[src/rtl/lsbse_pkg.sv]
// Shared types, register map, phase codes and the keyed bit permutation
// for the two-bit LSB stego embed/extract block. No dependencies.
package lsbse_pkg;

	localparam int BYTES_PER_SYMBOL = 4;

	localparam int CFG_AW = 4;
	localparam logic [1:0] REG_MODE   = 2'd0;
	localparam logic [1:0] REG_KEY    = 2'd1;
	localparam logic [1:0] REG_MARKER = 2'd2;

	localparam logic [23:0] KEY_RESET    = 24'd8035874;
	localparam logic [7:0]  MARKER_RESET = 8'd254;

	localparam logic MODE_EMBED   = 1'b0;
	localparam logic MODE_EXTRACT = 1'b1;

	localparam logic [1:0] PH_START   = 2'd0;
	localparam logic [1:0] PH_PAYLOAD = 2'd1;
	localparam logic [1:0] PH_DONE    = 2'd2;
	localparam logic [1:0] PH_RSV     = 2'd3;

	typedef struct packed {
		logic [BYTES_PER_SYMBOL-1:0][7:0] pix;
		logic [7:0]                       payload;
		logic                             payload_valid;
	} item_t;

	typedef struct packed {
		logic [BYTES_PER_SYMBOL-1:0][7:0] pix_out;
		logic [7:0]                       extracted_byte;
		logic                             payload_taken;
		logic                             extracted_valid;
		logic                             done_res;
	} result_t;

	// coded bit 7-i takes the plain bit that key entry i, key[3*i +: 3], names
	function automatic logic [7:0] encode_byte(input logic [23:0] key, input logic [7:0] plain);
		logic [7:0] coded;
		coded = '0;
		for (int i = 0; i < 8; i++) begin
			coded[7-i] = plain[key[3*i +: 3]];
		end
		return coded;
	endfunction

	// lowest key entry naming a plain bit wins; unnamed bits stay zero
	function automatic logic [7:0] decode_byte(input logic [23:0] key, input logic [7:0] coded);
		logic [7:0] plain;
		logic       found;
		plain = '0;
		for (int b = 0; b < 8; b++) begin
			found = 1'b0;
			for (int i = 0; i < 8; i++) begin
				if (!found && key[3*i +: 3] == 3'(b)) begin
					plain[b] = coded[7-i];
					found = 1'b1;
				end
			end
		end
		return plain;
	endfunction

endpackage

[src/rtl/lsbse_core.sv]
// Per-group embed/extract datapath and phase update.
// Depends on lsbse_pkg.
module lsbse_core
	import lsbse_pkg::*;
(
	input  logic        mode,
	input  logic [23:0] key_map,
	input  logic [7:0]  marker_value,
	input  logic [1:0]  phase,
	input  item_t       item,
	output result_t     res,
	output logic [1:0]  phase_nxt
);

	logic [7:0] enc_src;
	logic [7:0] coded_enc;
	logic [7:0] coded_ext;
	logic [7:0] plain_ext;
	logic       do_embed;

	always_comb begin
		enc_src = (phase == PH_PAYLOAD && item.payload_valid) ? item.payload : marker_value;
	end

	assign coded_enc = encode_byte(key_map, enc_src);
	assign coded_ext = {item.pix[0][1:0], item.pix[1][1:0], item.pix[2][1:0], item.pix[3][1:0]};
	assign plain_ext = decode_byte(key_map, coded_ext);
	assign do_embed  = (mode == MODE_EMBED) && (phase == PH_START || phase == PH_PAYLOAD);

	always_comb begin
		for (int k = 0; k < BYTES_PER_SYMBOL; k++) begin
			if (do_embed) begin
				res.pix_out[k] = {item.pix[k][7:2],
					coded_enc[2*(BYTES_PER_SYMBOL-1-k) +: 2]};
			end else begin
				res.pix_out[k] = item.pix[k];
			end
		end
		res.extracted_byte  = 8'd0;
		res.payload_taken   = 1'b0;
		res.extracted_valid = 1'b0;
		res.done_res        = 1'b0;
		phase_nxt           = phase;
		if (mode == MODE_EMBED) begin
			case (phase)
				PH_START: begin
					phase_nxt = PH_PAYLOAD;
				end
				PH_PAYLOAD: begin
					if (item.payload_valid) begin
						res.payload_taken = 1'b1;
					end else begin
						phase_nxt    = PH_DONE;
						res.done_res = 1'b1;
					end
				end
				default: begin
					res.done_res = 1'b1;
				end
			endcase
		end else begin
			res.extracted_byte = plain_ext;
			case (phase)
				PH_START: begin
					if (plain_ext == marker_value) begin
						phase_nxt = PH_PAYLOAD;
					end
				end
				PH_PAYLOAD: begin
					if (plain_ext == marker_value) begin
						phase_nxt    = PH_DONE;
						res.done_res = 1'b1;
					end else begin
						res.extracted_valid = 1'b1;
					end
				end
				default: begin
					res.done_res = 1'b1;
				end
			endcase
		end
	end

endmodule

[src/rtl/lsb_stego_embed_extract.sv]
// Two-bit LSB steganography embed/extract top level: stream ports, APB registers.
// An accepted beat goes to the input register, its result to the result register.
// Throughput: one pixel group per cycle while m_tready is high; each register
// holds one beat, so an empty input register takes input while a result waits.
// Reset: registers return to mode embed, key 8035874, marker 254; phase to start.
// Depends on lsbse_pkg and lsbse_core.
module lsb_stego_embed_extract
	import lsbse_pkg::*;
(
	input  logic              clk,
	input  logic              arst_n,
	input  logic              s_tvalid,
	output logic              s_tready,
	// [7:0] pixel_byte_0, [15:8] pixel_byte_1, [23:16] pixel_byte_2,
	// [31:24] pixel_byte_3, [39:32] payload_byte
	input  logic [39:0]       s_tdata,
	// [0] payload_valid
	input  logic              s_tuser,
	output logic              m_tvalid,
	input  logic              m_tready,
	// [7:0] pixel_out_0, [15:8] pixel_out_1, [23:16] pixel_out_2,
	// [31:24] pixel_out_3, [39:32] extracted_byte
	output logic [39:0]       m_tdata,
	// [0] payload_taken, [1] extracted_valid, [2] done_res
	output logic [2:0]        m_tuser,
	input  logic              psel,
	input  logic              penable,
	input  logic              pwrite,
	input  logic [CFG_AW-1:0] paddr,
	input  logic [31:0]       pwdata,
	output logic [31:0]       prdata,
	output logic              pready
);

	logic        mode_q;
	logic [23:0] key_map_q;
	logic [7:0]  marker_q;
	logic [1:0]  phase_q;
	logic [1:0]  phase_nxt;

	logic        valid_s1;
	item_t       item_s1;
	logic        valid_s2;
	result_t     res_s2;
	result_t     res_c;

	logic        adv_s2;
	logic        adv_s1;
	logic        cfg_wr;

	assign pready = 1'b1;
	assign cfg_wr = psel && penable && pwrite && pready;

	always_ff @(posedge clk or negedge arst_n) begin
		if (!arst_n) begin
			mode_q    <= MODE_EMBED;
			key_map_q <= KEY_RESET;
			marker_q  <= MARKER_RESET;
		end else if (cfg_wr) begin
			case (paddr[3:2])
				REG_MODE:   mode_q    <= pwdata[0];
				REG_KEY:    key_map_q <= pwdata[23:0];
				REG_MARKER: marker_q  <= pwdata[7:0];
				default: ;
			endcase
		end
	end

	always_comb begin
		case (paddr[3:2])
			REG_MODE:   prdata = {31'd0, mode_q};
			REG_KEY:    prdata = {8'd0, key_map_q};
			REG_MARKER: prdata = {24'd0, marker_q};
			default:    prdata = 32'd0;
		endcase
	end

	assign adv_s2   = !valid_s2 || m_tready;
	assign adv_s1   = valid_s1 && adv_s2;
	assign s_tready = !valid_s1 || adv_s2;

	always_ff @(posedge clk or negedge arst_n) begin
		if (!arst_n) begin
			valid_s1 <= 1'b0;
		end else if (s_tready) begin
			valid_s1 <= s_tvalid;
		end
	end

	always_ff @(posedge clk) begin
		if (s_tvalid && s_tready) begin
			item_s1.pix[0]        <= s_tdata[7:0];
			item_s1.pix[1]        <= s_tdata[15:8];
			item_s1.pix[2]        <= s_tdata[23:16];
			item_s1.pix[3]        <= s_tdata[31:24];
			item_s1.payload       <= s_tdata[39:32];
			item_s1.payload_valid <= s_tuser;
		end
	end

	lsbse_core u_core (
		.mode         (mode_q),
		.key_map      (key_map_q),
		.marker_value (marker_q),
		.phase        (phase_q),
		.item         (item_s1),
		.res          (res_c),
		.phase_nxt    (phase_nxt)
	);

	always_ff @(posedge clk or negedge arst_n) begin
		if (!arst_n) begin
			phase_q  <= PH_START;
			valid_s2 <= 1'b0;
		end else begin
			if (adv_s1) begin
				phase_q <= phase_nxt;
			end
			if (adv_s2) begin
				valid_s2 <= valid_s1;
			end
		end
	end

	always_ff @(posedge clk) begin
		if (adv_s1) begin
			res_s2 <= res_c;
		end
	end

	assign m_tvalid = valid_s2;
	assign m_tdata  = {res_s2.extracted_byte, res_s2.pix_out[3], res_s2.pix_out[2],
		res_s2.pix_out[1], res_s2.pix_out[0]};
	assign m_tuser  = {res_s2.done_res, res_s2.extracted_valid, res_s2.payload_taken};

	a_phase_legal: assert property (@(posedge clk) disable iff (!arst_n)
		phase_q != PH_RSV)
		else $error("phase reached unused code");

	a_done_sticky: assert property (@(posedge clk) disable iff (!arst_n)
		phase_q == PH_DONE |=> phase_q == PH_DONE)
		else $error("phase left done");

	a_done_matches_phase: assert property (@(posedge clk) disable iff (!arst_n)
		m_tvalid && m_tuser[2] |-> phase_q == PH_DONE)
		else $error("done beat without done phase");

	a_taken_excl: assert property (@(posedge clk) disable iff (!arst_n)
		m_tvalid |-> !(m_tuser[0] && m_tuser[1]))
		else $error("embed and extract flags in one beat");

	a_stall_full: assert property (@(posedge clk) disable iff (!arst_n)
		!s_tready |-> valid_s1 && valid_s2 && !m_tready)
		else $error("input stalled with room in pipeline");

endmodule

[config.mk]
export PLATFORM = sky130hd
export DESIGN_NAME = lsb_stego_embed_extract
export DESIGN_NICKNAME = d
export VERILOG_FILES = /design/src/rtl/lsbse_pkg.sv /design/src/rtl/lsbse_core.sv /design/src/rtl/lsb_stego_embed_extract.sv
export SDC_FILE = /design/constraint.sdc
export NUM_CORES = 1
export LEC_CHECK = 0
export BUFFER_PORTS_ARGS = -buffer_cell sky130_fd_sc_hd__buf_4
export CORE_MARGIN = 5
export CORE_UTILIZATION = 54
export DETAILED_ROUTE_END_ITERATION = 10
export HOLD_SLACK_MARGIN = 0.02
export PLACE_DENSITY = 0.88
export SKIP_CTS_REPAIR_TIMING = 1
export SLEW_MARGIN = 20
export SYNTH_ARGS = -nofsm -noshare
export SYNTH_HDL_FRONTEND = slang
export SYNTH_SLANG_ARGS = --single-unit
[constraint.sdc]
create_clock -name clk -period 3.75 [get_ports clk]
set_input_delay 0.1875 -clock clk [delete_from_list [all_inputs] [get_ports clk]]
set_output_delay 0.1875 -clock clk [all_outputs]
set_load 0.02 [all_outputs]
==> results of run 1 <==
[power by group]
group / switching, mW / internal, mW
Clock: 0.614 / 0.901
Combinational: 0.761 / 0.714
Sequential: 0.294 / 1.66
Total: 1.67 / 3.27
[registers in the layout, indices dropped and copies added (netlist names)]
signal,count
marker_q,8
key_map_q,24
valid_s1,1
item_s1,41
m_tvalid,1
m_tuser,3
mode_q,1
m_tdata,40
phase_q,2
[placed cells by master, fill, tap and decap left out, drive strengths merged, types with 7 or more instances in the layout]
| cell | count |
|---|---|
| edfxtp | 84 |
| a22o | 7 |
| nand2b | 8 |
| dfrtp | 18 |
| nand3b | 12 |
| dfstp | 19 |
| nor3b | 13 |
| and2 | 23 |
| mux4 | 16 |
| dlygate4sd3 | 65 |
| o21ai | 11 |
| conb | 9 |
| nor2 | 20 |
| inv | 13 |
| or3b | 7 |
| mux2 | 38 |
| nor3 | 13 |
| clkbuf | 19 |
| mux2i | 28 |
| nand2 | 21 |
| buf | 155 |
| clkinv | 7 |
| nand3 | 13 |
[per-stage QoR]
stage	utilization (%)	power [mW]	area (um^2)	hold WS (ns)	setup WS, ns
after floorplan	-	2.818	6471	-0.1081	1.032
after global placement	64.17	3.271	7611	0.1691	0.7041
after detailed placement	64.17	3.317	7611	0.1918	0.5659
after CTS	68.70	4.805	8149	-0.2441	0.5299
after global routing	74.19	5.100	8800	0.03227	0.3320
final	74.19	4.941	8800	-0.005028	0.5034
[metal layers]
metal  global-route usage, %  vias up
met5                       0        -
met4                   10.28        0
met3                   6.173       63
met2                   40.62      333
met1                   35.72     2652
li1                        -     2341
[critical path, cell delays in order (launching register included)]
cell     delay, ns
dfstp_2       0.69
or3b_1        0.41
a311o_1       0.37
a32o_1        0.24
mux2i_1       0.28
xnor2_1       0.12
nor3_1        0.57
a31oi_1       0.25
o21ai_1       0.16
[worst min path at each step]
stage,from,endpoint,slack [ns]
2_1_floorplan,arst_n,key_map_q[0]$_DFFE_PN0P_,-0.11
3_3_place_gp,arst_n,key_map_q[13]$_DFFE_PN0P_,0.17
3_5_place_dp,arst_n,key_map_q[13]$_DFFE_PN0P_,0.19
4_1_cts,arst_n,key_map_q[13]$_DFFE_PN0P_,-0.24
5_1_grt,pwdata[5],key_map_q[5]$_DFFE_PN1P_,0.03
6_report,pwdata[5],key_map_q[5]$_DFFE_PN1P_,-0.005
[cells by family (layout without fill, tap and decap cells)]
family | count (synthesis) | after routing | share of synthesized area, %
mux | 82 | 82 | 16.58
compound gates | 69 | 69 | 8.154
buf+inv | 60 | 264 | 4.019
other cells | 2 | 9 | 0.1165
simple gates | 170 | 170 | 16.58
xor+xnor | 5 | 5 | 0.6796
flops | 121 | 121 | 53.87
[area by class of cell]
class                           count  share of cell area [%]
Tap cell                          147                   2.090
Clock inverter                     13                   1.194
Multi-Input combinational cell    335                   31.21
Inverter                           12                  0.5119
Sequential cell                   121                   39.46
Timing Repair Buffer              220                   20.62
Clock buffer                       19                   4.920
==> run_results.csv, run 1 <==
group,metric,value,unit
outcome,status,"finished with violations",
outcome,violations,"hold timing",
layout,syn_to_final_growth,36.54,%
setup_path,start_kind,"flip-flop",
detailed_routing,routed_wirelength,20.16,mm
timing,fmaxAchievable,308.0,MHz
global_route,overflow,0,
logic_synthesis,synth-main-ff-cell,"edfxtp_1",
worst_hold_path,holdCritPathClass,"in2reg",
layout,multiInputGateArea,0.002746,mm^2
logic_synthesis,synth_area_leaders,"edfxtp_1 39%, dfstp_2 7.7%, dfrtp_1 7.0%",
detailed_routing,dr.pass1.iters,5,
timing,relSlewSlack,28.54,%
detailed_routing,met3_length,1.889,mm
die,initial_core_util,54.34,%
die,ios,162,
setup_path,end_kind,"flip-flop",
logic_synthesis,synth_top_area_share,39.14,%
logic_synthesis,synthArstFlopShare,30.58,%
layout,layout.cells.non_filler,867,
clock_network,cts_max_path_buffers,2,
die,placementRows,40,
detailed_routing,drtAntennaViolNets,0,
global_route,grt_use_total,26.17,%
die,die_width,119.2,um
logic_synthesis,yosys-top-cells-count,"84 x edfxtp_1, 36 x clkbuf_1, 36 x mux2_2, 28 x mux2i_1, 23 x and2_1",
global_route,first_global_vias,5017,
layout,drive_gt1_share,36.53,%
setup_path,regToRegSetupSlack,0.50,ns
logic_synthesis,yosysWarnings,0,
clock_network,cts_root_buf,"clkbuf_16",
setup_path,startpoint,"key_map_q[9]$_DFFE_PN1P_",
global_route,grt_pass1_wl,28.51,mm
logic_synthesis,seq_area_frac_synth,53.87,%
flow_run,maxCapViolCount,0,
logic_synthesis,synth_top_area_cell,"edfxtp_1",
timing,setup_viol,0,
place,place_hpwl,12.70,mm
clock_network,cts_tree,"done",
layout,area.sequential,0.003472,mm^2
setup_path,r2r_cells,8,
detailed_routing,wl_per_cell,23.26,um
detailed_routing,vias,5389,
worst_hold_path,whs_path_depth,3,
place,io_buffers,142,
timing,fin_hold_ws,-0.005028,ns
die,die_area,0.01422,mm^2
timing,rsz0062_at_grt,"no",
pwr,leakage,3.548,nW
die,die_y,119.2,um
timing,min_period,3.247,ns
clock_network,cts.reportedPaths.clkPinSlew,0.06,ns
logic_synthesis,synth_cell_types,68,
pwr,ir_drop,365.4,uV
detailed_routing,highest_layer,"met4",
detailed_routing,remaining_drc_errors,0,
clock_network,h-tree-depth,4,
logic_synthesis,synth-edff-count,84,
setup_path,critPathKind,"reg2reg",
logic_synthesis,syn_area,0.006445,mm^2
timing,hold_viol,1,
detailed_routing,met2_length,10.14,mm
clock_network,clock_latency,0.43,ns
layout,diodes,0,
timing,setup_tns,0,ns
logic_synthesis,syn_inst,509,
timing,fin_crit_sh,86.58,%
logic_synthesis,synthMostInstantiatedCell,"edfxtp_1",
clock_network,cts.sinks,121,
timing,slew_violations,0,
logic_synthesis,synth-seq-cells,121,
pwr,power_density,561.5,mW/mm^2
place,place_congestion,0.9286,
layout,n_fill_cell,750,
timing,worst_pin_slew,1.072,ns
detailed_routing,vias_per_cell,6.216,
setup_path,worstPathArrival,3.52,ns
setup_path,crit_required,4.03,ns
layout,nets,791,
detailed_routing,wl_met1,7.465,mm
setup_path,r2r_start,"key_map_q[9]$_DFFE_PN1P_",
logic_synthesis,syn_area_per_cell,12.66,um^2
setup_path,crit_end,"m_tuser[2]$_DFFE_PP_",
global_route,antenna_found_initial,0,
global_route,grt_start_max_net_pins,42,
timing,clock_skew,0.009006,ns
die,core-area,0.01186,mm^2
place,dp_cells,770,
setup_path,crit_fanout,16,
clock_network,cts_buffers,17,
setup_path,reg2reg_to,"m_tuser[2]$_DFFE_PP_",
detailed_routing,drt_iter0_drc,666,
No activity file was read; power rests on OpenSTA's default activity.
==> inputs of run 2 (changes only) <==
--- a/config.mk
+++ b/config.mk
@@ -11,6 +11,7 @@
 export DETAILED_ROUTE_END_ITERATION = 10
 export HOLD_SLACK_MARGIN = 0.02
 export PLACE_DENSITY = 0.88
+export RECOVER_POWER = 25
 export SKIP_CTS_REPAIR_TIMING = 1
 export SLEW_MARGIN = 20
 export SYNTH_ARGS = -nofsm -noshare
==> run_results.csv, run 2 (same netlist as run 1, synthesis figures left out) <==
group,metric,value,unit
clock_network,clock_latency,0.43,ns
layout,diodes,0,
setup_path,end_kind,"flip-flop",
clock_network,h-tree-depth,4,
timing,worst_pin_slew,2.229,ns
die,placementRows,40,
global_route,overflow,0,
clock_network,cts_tree,"done",
setup_path,reg2reg_to,"m_tuser[2]$_DFFE_PP_",
flow_run,maxCapViolCount,1,
timing,min_period,3.251,ns
timing,fin_crit_sh,86.68,%
setup_path,worstPathArrival,3.53,ns
setup_path,r2r_cells,8,
detailed_routing,wl_per_cell,23.29,um
timing,hold_viol,1,
pwr,ir_drop,366.3,uV
timing,setup_tns,0,ns
setup_path,crit_fanout,16,
detailed_routing,vias_per_cell,6.264,
setup_path,startpoint,"key_map_q[9]$_DFFE_PN1P_",
layout,largest_reg_flops,41,
detailed_routing,drt_iter0_drc,703,
global_route,grt_start_max_net_pins,42,
pwr,total_power,4.938,mW
timing,slew_violations,38,
die,die_y,119.2,um
detailed_routing,drtAntennaViolNets,0,
setup_path,critPathKind,"reg2reg",
timing,fmaxAchievable,307.6,MHz
layout,n_fill_cell,752,
timing,rsz0062_at_grt,"no",
clock_network,cts.reportedPaths.clkPinSlew,0.05,ns
setup_path,crit_required,4.03,ns
timing,fin_hold_ws,-0.002110,ns
die,die_width,119.2,um
detailed_routing,dr.pass1.iters,5,
setup_path,regToRegSetupSlack,0.50,ns
global_route,first_global_vias,5017,
clock_network,cts_root_buf,"clkbuf_16",
global_route,grt_pass1_wl,28.51,mm
timing,clock_skew,0.01032,ns
die,initial_core_util,54.34,%
layout,final_common_cell,"buf_4",
pwr,leakage,3.536,nW
detailed_routing,remaining_drc_errors,0,
layout,nets,791,
clock_network,cts_buffers,17,
clock_network,cts.sinks,121,
global_route,grt_use_total,26.17,%
layout,drive_gt1_share,36.39,%
detailed_routing,routed_wirelength,20.19,mm
clock_network,cts_max_path_buffers,2,
die,core-area,0.01186,mm^2
place,place_hpwl,12.70,mm
outcome,status,"finished with violations",
place,place_congestion,0.9286,
timing,relSlewSlack,-48.57,%
timing,setup_viol,0,
worst_hold_path,hold_end,"key_map_q[5]$_DFFE_PN1P_",
worst_hold_path,holdCritPathClass,"in2reg",
setup_path,start_kind,"flip-flop",
worst_hold_path,whs_path_depth,3,
die,ios,162,
setup_path,r2r_start,"key_map_q[9]$_DFFE_PN1P_",
outcome,violations,"hold timing, capacitance limit, slew limit",
place,io_buffers,142,
global_route,antenna_found_initial,0,
die,die_area,0.01422,mm^2
detailed_routing,vias,5431,
worst_hold_path,min_from,"pwdata[5]",
layout,largest_register,"item_s1",
pwr,power_density,561.3,mW/mm^2
layout,layout_common_cells,"113 x buf_4, 84 x edfxtp_1, 65 x dlygate4sd3_1",
layout,syn_to_final_growth,36.48,%
==> run 2: worst max-delay path, cell delays in order (launching register included) <==
cell and delay (ns):
dfstp_2 0.69, or3b_1 0.41, a311o_1 0.37, a32o_1 0.24, mux2i_1 0.28, xnor2_1 0.12
nor3_1 0.58, a31oi_1 0.25, o21ai_1 0.16
==> run 2: area by class of cell <==
class | count | area [um^2] | share of cell area, %
inverter | 12 | 45.04 | 0.5121
clock buffer | 19 | 432.9 | 4.922
multi-input combinational | 335 | 2746 | 31.22
clock inverter | 13 | 105.1 | 1.195
sequential | 121 | 3472 | 39.47
tap | 147 | 183.9 | 2.091
timing repair buffer | 220 | 1810 | 20.58
==> run 2: worst max path at each step <==
| stage | end | slack (ns) | cells past startpoint |
|---|---|---|---|
| after floorplan | m_tuser[2]$_DFFE_PP_ | 1.03 | 9 |
| after global placement | m_tuser[1]$_SDFFCE_PN0P_ | 0.70 | 7 |
| after detailed placement | m_tuser[2]$_DFFE_PP_ | 0.57 | 8 |
| after CTS | m_tuser[2]$_DFFE_PP_ | 0.53 | 8 |
| after global routing | m_tuser[2]$_DFFE_PP_ | 0.33 | 8 |
| final | m_tuser[2]$_DFFE_PP_ | 0.50 | 8 |
==> run 2: through the flow <==
stage	std cells	utilization [%]	cell area, um^2	setup slack, ns	hold slack [ns]
floorplan	516	-	6471	1.032	-0.1081
global placement	770	64.17	7611	0.7041	0.1691
detailed placement	770	64.17	7611	0.5659	0.1918
CTS	802	68.70	8149	0.5299	-0.2441
global route	867	74.16	8796	0.3320	0.03227
finish	867	74.16	8796	0.4995	-0.002110
==> run 2: power breakdown <==
group          internal, mW  switching [mW]
clock                 0.901           0.612
combinational         0.712           0.761
sequential             1.66           0.294
==> run 2: routing by layer <==
layer	GRT usage, %	part of all wire (%)	vias up
li1	-	-	2337
met1	35.72	37	2681
met2	40.62	51	359
met3	6.173	9.6	54
met4	10.28	3.2	0
met5	0	0	-
==> inputs of run 3 (changes only) <==
--- a/config.mk
+++ b/config.mk
@@ -5,12 +5,13 @@
 export SDC_FILE = /design/constraint.sdc
 export NUM_CORES = 1
 export LEC_CHECK = 0
+export ABC_AREA = 1
 export BUFFER_PORTS_ARGS = -buffer_cell sky130_fd_sc_hd__buf_4
 export CORE_MARGIN = 5
-export CORE_UTILIZATION = 54
+export CORE_UTILIZATION = 53
 export DETAILED_ROUTE_END_ITERATION = 10
 export HOLD_SLACK_MARGIN = 0.02
-export PLACE_DENSITY = 0.88
+export PLACE_DENSITY = 0.87
 export RECOVER_POWER = 25
 export SKIP_CTS_REPAIR_TIMING = 1
 export SLEW_MARGIN = 20
==> run_results.csv, run 3 <==
group,metric,value,unit
outcome,status,"finished with violations",
outcome,violations,"hold timing, capacitance limit, slew limit",
timing,finalWorstSetupSlack,1.088,ns
global_route,antenna_found_initial,0,
logic_synthesis,yosysWarnings,0,
timing,worst_pin_slew,2.345,ns
timing,rsz0062_at_grt,"no",
setup_path,end_kind,"flip-flop",
setup_path,crit_fanout,17,
layout,fin_area,0.008676,mm^2
setup_path,worstPathArrival,2.84,ns
detailed_routing,dr.pass1.iters,6,
layout,nets,1027,
place,dp_cells,1007,
flow_run,maxCapViolCount,1,
layout,n_fill_cell,787,
logic_synthesis,syn_area,0.006287,mm^2
logic_synthesis,synth_top_area_share,40.12,%
die,ios,162,
timing,slew_violations,38,
die,die_area,0.01414,mm^2
pwr,ir_drop,403.0,uV
clock_network,cts_root_buf,"clkbuf_16",
global_route,grt_pass1_wl,29.63,mm
clock_network,cts_max_path_buffers,2,
place,place_congestion,0.9460,
timing,hold_viol,1,
setup_path,critPathKind,"reg2reg",
detailed_routing,drtAntennaViolNets,0,
logic_synthesis,synth-main-ff-cell,"edfxtp_1",
logic_synthesis,seq_area_frac_synth,55.22,%
global_route,grt_use_total,27.09,%
layout,syn_to_final_growth,37.99,%
detailed_routing,routed_wirelength,21.29,mm
setup_path,worstPathCellList,"inv_1, nor2_2, nand2_2, o21ai_1, inv_1, a221oi_1, nand2_1, nand3_1, o21ai_1",
layout,largest_register,"item_s1",
layout,drive_gt1_share,24.69,%
place,postPlaceCellArea,0.007460,mm^2
layout,largest_reg_flops,41,
detailed_routing,drt_iter0_drc,847,
clock_network,cts.reportedPaths.clkPinSlew,0.06,ns
timing,setup_viol,0,
timing,fin_hold_ws,-0.009845,ns
timing,relSlewSlack,-56.34,%
layout,diodes,0,
logic_synthesis,synth-edff-count,84,
place,place_hpwl,13.66,mm
logic_synthesis,syn_inst,735,
logic_synthesis,synth_cell_types,33,
die,die_y,118.9,um
global_route,use_met2,43.41,%
logic_synthesis,yosys-top-cells-count,"195 x nand2_1, 84 x edfxtp_1, 72 x inv_1, 71 x nand3_1, 64 x nor2_1",
global_route,first_global_vias,5601,
pwr,total_power,5.213,mW
logic_synthesis,syn_area_per_cell,8.554,um^2
die,die_width,118.9,um
clock_network,cts_buffers,17,
die,initial_core_util,54.60,%
setup_path,crit_required,3.92,ns
timing,fmaxAchievable,375.6,MHz
setup_path,slowest_stage,"o21ai_1",
logic_synthesis,synthMostInstantiatedCell,"nand2_1",
global_route,met1_usage,34.92,%
timing,fin_crit_sh,71.00,%
detailed_routing,remaining_drc_errors,0,
layout,final_common_cell,"nand2_1",
timing,min_period,2.662,ns
timing,setup_tns,0,ns
die,placementRows,39,
detailed_routing,wl_per_cell,19.37,um
global_route,overflow,0,
place,io_buffers,142,
logic_synthesis,synthArstFlopShare,30.58,%
logic_synthesis,synth_top_area_cell,"edfxtp_1",
detailed_routing,vias,6328,
global_route,grt_start_max_net_pins,49,
layout,layout.cells.non_filler,1099,
clock_network,cts_tree,"done",
pwr,power_density,600.9,mW/mm^2
global_route,busiest_layer,"met2",
worst_hold_path,holdCritPathClass,"in2reg",
setup_path,cpPeakStageDelay,0.70,ns
pwr,leakage,3.873,nW
setup_path,start_kind,"flip-flop",
timing,clock_skew,0.01639,ns
global_route,grt_util_met3,7.204,%
detailed_routing,vias_per_cell,5.758,
clock_network,clock_latency,0.43,ns
logic_synthesis,synth_area_leaders,"edfxtp_1 40%, nand2_1 12%, dfstp_2 7.9%",
setup_path,r2r_cells,9,
clock_network,h-tree-depth,4,
place,place_ws,1.275,ns
worst_hold_path,whs_path_depth,3,
logic_synthesis,synth-seq-cells,121,
layout,layout_common_cells,"195 x nand2_1, 107 x buf_4, 84 x edfxtp_1",
die,core-area,0.01152,mm^2
clock_network,cts.sinks,121,
-- run 3: cell count changes after synthesis, moves of 30 or more --
cell / delta
inv_1: +60
o21ai_0: +33
nand3_1: +58
nand2_1: +174
nor2_1: +44
mux2_2: -36
a21oi_1: +30
-- run 3: path summary, 6_finish.rpt --
kind	startpoint	endpoint	slack [ns]
hold reg to reg	item_s1[22]$_DFFE_PP_	m_tdata[13]$_DFFE_PP_	0.42
max in group asynchronous	arst_n	marker_q[0]$_DFFE_PN0P_	1.38
setup / recovery	phase_q[0]$_DFFE_PN0P_	m_tdata[24]$_DFFE_PP_	1.09
setup reg to reg	phase_q[0]$_DFFE_PN0P_	m_tdata[24]$_DFFE_PP_	1.09
min in group asynchronous	arst_n	key_map_q[18]$_DFFE_PN0P_	1.01
hold / removal	pwdata[19]	key_map_q[19]$_DFFE_PN1P_	-0.01
-- run 3: logic make-up (layout without fill, tap and decap cells) --
family / Yosys count / count (layout) / synth area share [%]
other: 2 / 9 / 0.1194
DFF: 121 / 121 / 55.22
AOI/OAI and AO/OA: 132 / 132 / 12.10
and+or+nand+nor: 366 / 366 / 24.92
buffers and inverters: 114 / 328 / 7.642
-- run 3: area by class of cell --
class | count | area, um^2 | share of cell area, %
Clock buffer | 19 | 452.9 | 5.221
Clock inverter | 13 | 166.4 | 1.918
Inverter | 87 | 326.6 | 3.764
Sequential cell | 121 | 3472 | 40.02
Tap cell | 143 | 178.9 | 2.062
Timing Repair Buffer | 209 | 1715 | 19.77
Multi-Input combinational cell | 507 | 2364 | 27.24
-- run 3: stage by stage --
step	utilization, %	hold slack [ns]
CTS	70.15	-0.2491
global placement	64.78	0.1792
global route	75.34	0.02427
detailed placement	64.78	0.1921
floorplan	-	-0.1081
finish	75.34	-0.009845
-- run 3: report_power, final --
part	total [mW]	leakage, nW	internal [mW]	switching, mW
clock network	1.73	0.297	1.09	0.640
logic	1.63	2.35	0.546	1.09
registers	1.86	1.22	1.68	0.173
-- run 3: layer usage --
metal  part of all wire [%]  wire length [um]
met5                      0                 0
met4                    4.4               941
met3                     11              2247
met2                     49             10480
met1                     36              7619
-- run 3: worst max-delay path, delay by kind of cell, from the launching register on --
| family | cells | cell delay (ns) |
|---|---|---|
| compound gates | 3 | 1.12 |
| buf+inv | 2 | 0.27 |
| flops | 1 | 0.39 |
| simple gates | 4 | 0.62 |
